--- src/sv/pfp_pkg.sv ---
package pfp_pkg;

   typedef enum logic [2:0] {
      ACT_SET   = 3'd0,
      ACT_CLR   = 3'd1,
      ACT_CLALL = 3'd2,
      ACT_CIRC  = 3'd3,
      ACT_READ  = 3'd4
   } action_type;

   // one classified command between front and back
   typedef struct packed {
      logic [2:0] action;
      logic [6:0] x_pos;
      logic [5:0] y_pos;
      logic [5:0] radius;
      logic [2:0] page_sel;
   } cmd_type;

   typedef enum logic [2:0] {
      ST_IDLE,
      ST_PIX_RD,
      ST_PIX_WR,
      ST_CLEAR,
      ST_CIRC_PT,
      ST_CIRC_WR,
      ST_CIRC_STEP,
      ST_DONE
   } state_type;

endpackage

--- src/sv/pfp_front.sv ---
module pfp_front (
   input  logic             clock,
   input  logic             reset,
   input  logic             req_push,
   output logic             req_full,
   input  pfp_pkg::cmd_type req_cmd,
   output logic             cmd_valid,
   input  logic             cmd_take,
   output pfp_pkg::cmd_type cmd_out
);
   import pfp_pkg::*;

   // two-entry command queue
   cmd_type    q_ff [2];
   logic [1:0] cnt_ff, cnt_in;
   logic       rd_ff, rd_in, wr_ff, wr_in;
   logic       do_push, do_pop;

   assign req_full  = (cnt_ff == 2'd2);
   assign cmd_valid = (cnt_ff != 2'd0);
   assign cmd_out   = q_ff[rd_ff];
   assign do_push   = req_push && !req_full;
   assign do_pop    = cmd_take && cmd_valid;

   always_comb begin
      cnt_in = cnt_ff + 2'(do_push) - 2'(do_pop);
      rd_in  = rd_ff ^ do_pop;
      wr_in  = wr_ff ^ do_push;
   end

   always_ff @(posedge clock) begin
      if (reset) begin
         cnt_ff <= 2'd0;
         rd_ff  <= 1'b0;
         wr_ff  <= 1'b0;
      end else begin
         cnt_ff <= cnt_in;
         rd_ff  <= rd_in;
         wr_ff  <= wr_in;
      end
   end

   always_ff @(posedge clock) begin
      if (do_push) begin
         q_ff[wr_ff] <= req_cmd;
      end
   end

   property p_no_overflow;
      @(posedge clock) disable iff (reset) cnt_ff <= 2'd2;
   endproperty
   a_no_overflow: assert property (p_no_overflow) else $error("queue count overflow");

   property p_full_holds;
      @(posedge clock) disable iff (reset) (req_full && !do_pop) |=> req_full;
   endproperty
   a_full_holds: assert property (p_full_holds) else $error("full dropped without pop");

   property p_pop_moves;
      @(posedge clock) disable iff (reset) (do_pop && !do_push) |=> cnt_ff == $past(cnt_ff) - 2'd1;
   endproperty
   a_pop_moves: assert property (p_pop_moves) else $error("pop count error");
endmodule

--- config.mk ---
export PLATFORM = sky130hd
export DESIGN_NAME = pfp_front
export DESIGN_NICKNAME = d
export VERILOG_FILES = /design/src/sv/pfp_pkg.sv /design/src/sv/pfp_front.sv
export SDC_FILE = /design/constraint.sdc
export NUM_CORES = 1
export LEC_CHECK = 0
export BUFFER_PORTS_ARGS = -buffer_cell sky130_fd_sc_hd__buf_4
export CAP_MARGIN = 25
export CORE_MARGIN = 4
export CORE_UTILIZATION = 48
export CTS_BUF_LIST = sky130_fd_sc_hd__clkbuf_8
export DETAILED_ROUTE_END_ITERATION = 10
export PLACE_DENSITY = 0.74
export SETUP_SLACK_MARGIN = 0.5
export SYNTH_ARGS = -nofsm -noshare
export SYNTH_HDL_FRONTEND = slang
export SYNTH_SLANG_ARGS = --single-unit
--- constraint.sdc ---
create_clock -name clock -period 1.55 [get_ports clock]
set_input_delay 0.0775 -clock clock [delete_from_list [all_inputs] [get_ports clock]]
set_output_delay 0.0775 -clock clock [all_outputs]
set_load 0.005 [all_outputs]
==> impl_metrics.json <==
{
  "fin_tns_setup_ps": 0,
  "drv_cap": 0,
  "grt_pass1_vias": 1388,
  "clk_latency_ps": 320,
  "drv_slew": 0,
  "grt_usage_pct": 19.0,
  "hold_start": "req_push",
  "die_area_um2": 5410,
  "clkTransAtPathRegs_ps": 90,
  "ys_warn_count": 0,
  "yosys.area.top_type_share_pct": 72.8,
  "drtAntennaViolNets": 0,
  "grt_antenna_before_repair": 0,
  "dp_hpwl_mm": 2.47,
  "layout_commonest_cell": "edfxtp_1",
  "ys_seq_area_share_pct": 76.7,
  "worstMarginPinSlew_ps": 178,
  "worst-setup-path-type": "flop to flop",
  "yosysUniqueCellTypes": 17,
  "fin_cells": 261,
  "synth_fp_nets": 134,
  "syn-instance-count": 101,
  "ys_seq_elements": 54,
  "cp_max_fo": 4,
  "drc": 0,
  "max_freq_mhz": 706,
  "cts_made_buffers": 5,
  "hold_slack_ps": 213,
  "grt_max_degree": 17,
  "drt_iter0_markers": 88,
  "die_w_um": 73.5,
  "io_buffer_count": 55,
  "powerDensity_nw_per_um2": 1390,
  "cts_buffer_depth": 2,
  "n_antenna_cell": 0,
  "final-setup-viol-count": 0,
  "io-pin-count": 56,
  "required_ps": 1800,
  "die_y_um": 73.5,
  "place_inst": 206,
  "drive_gt1_share_pct": 59.7,
  "h-tree-depth": 2,
  "ys_top_cells_by_area": "edfxtp_1 (73%), mux2_2 (14%), dfxtp_1 (3.9%), ha_1 (2.4%), xnor3_1 (1.1%)",
  "met3_usage_pct": 5.34,
  "core.rowCount": 23,
  "fin_crit_sh_pct": 91.4,
  "finalClockSkew_ps": 10.2,
  "hold_viol": 0,
  "yosys.area.top_type": "edfxtp_1",
  "slew_headroom_pct": 88.1,
  "area_delta_synth_final_pct": 70.3,
  "cts_sinks": 54,
  "hold_class": "primary input to flop",
  "first_pass_iters": 4,
  "core_area_um2": 4090,
  "use_met1_pct": 23.4,
  "peakVddDrop_mv": 1.12,
  "stdcell_area_um2": 3510,
  "period_needed_ps": 1420,
  "end_kind": "flop",
  "cts_tree": "yes",
  "met2_usage_pct": 32.6,
  "wl_mm": 5.11,
  "dpl-instance-area_um2": 2550,
  "rsz0062_at_grt": "yes",
  "root_buffer": "clkbuf_8",
  "routed_via_density": 4.93,
  "avgRoutedWirePerCell_um": 19.6,
  "outcome": "finished clean",
  "startpoint_type": "flop",
  "place.gp.congestion": 0.637,
  "overflow": 0,
  "grt_first_pass_wirelength_mm": 7.34,
  "avgSynthCellArea_um2": 20.4,
  "setup_slack_ps": 133,
  "r2r-start": "cnt_ff[1]",
  "most-common-layout-cells": "edfxtp_1 (50), buf_4 (32), buf_6 (32), mux2_4 (26), dlygate4sd3_1 (26)",
  "critPathArrivalTime_ps": 1670,
  "startpoint": "cnt_ff[1]",
  "p_leak_uw": 0.00142,
  "vias": 1288,
  "dpl_worst_slack_ps": 176,
  "nNetsFinal": 243,
  "start_util_pct": 50.5,
  "syn_area_um2": 2060,
  "top_usage_layer": "met2"
}
==> state kept, by name, indices dropped and copies added (netlist names) <==
register	cells
rd_ff	1
cnt_ff	2
wr_ff	1
q_ff	50
==> Yosys cell counts (all sizes together) <==
master,count
o21a,1
dfxtp,4
xnor3,1
nor2,3
and2,1
buf,3
nand2b,1
nor2b,2
ha,4
edfxtp,50
inv,3
nand2,1
or2,1
mux2,26
==> stage by stage <==
stage	util (%)	total power [uW]
3_3_place_gp	62.4	3050
6_report	85.9	4890
2_1_floorplan	-	2620
5_1_grt	85.9	5130
4_1_cts	81.6	4520
3_5_place_dp	62.4	3100
==> repair_timing <==
item	4_1_cts	5_1_grt
setup endpoints to repair	78	81
hold buffers	26	0
gates cloned	5	0
pin swaps	2	5
buffers inserted	11	5
endpoints found under the hold margin	53	0
gates resized for setup	55	34
==> power breakdown <==
part / leakage (uW) / internal, uW / switching, uW / total, uW
logic: 0.000875 / 1430 / 706 / 2140
registers: 0.000502 / 1870 / 116 / 1990
clock network: 0.0000416 / 310 / 459 / 769
total: 0.00142 / 3610 / 1280 / 4890
==> cell families after synthesis <==
group / Yosys count / synth area share (%)
DFF: 54 / 76.7
muxes: 26 / 14.4
and+or+nand+nor: 9 / 2.25
buffers and inverters: 6 / 2.79
adders and majority gates: 4 / 2.43
AOI/OAI and AO/OA: 1 / 0.364
xor gates and xnor gates: 1 / 1.09
==> metal layers <==
metal / up-vias / wire, um
met5: - / 0
met4: 0 / 108
met3: 13 / 295
met2: 47 / 2640
met1: 628 / 2070
li1: 600 / -
==> critical path, cell delays in order (launching register included) <==
cell and delay (ps):
dfxtp_4 380, o21a_1 210, ha_1 290, inv_2 70, ha_4 120, xnor3_1 210
nor2_1 80
==> worst paths after layout <==
path,end,slack (ps),cells after the start
setup / recovery,cnt_ff[1],130,6
setup reg to reg,cnt_ff[1],130,6
hold / removal,wr_ff,210,4
hold reg to reg,wr_ff,680,3
==> area by class of cell <==
class                      instances  area [um^2]
clock buffer                       5         68.8
clock inverter                     3         16.3
fill                             169          574
inverter                           3         11.3
multi-input combinational         41          584
sequential                        54         1590
tap                               50         62.6
timing repair buffer             105         1180
(Power assumes the default switching activity.)
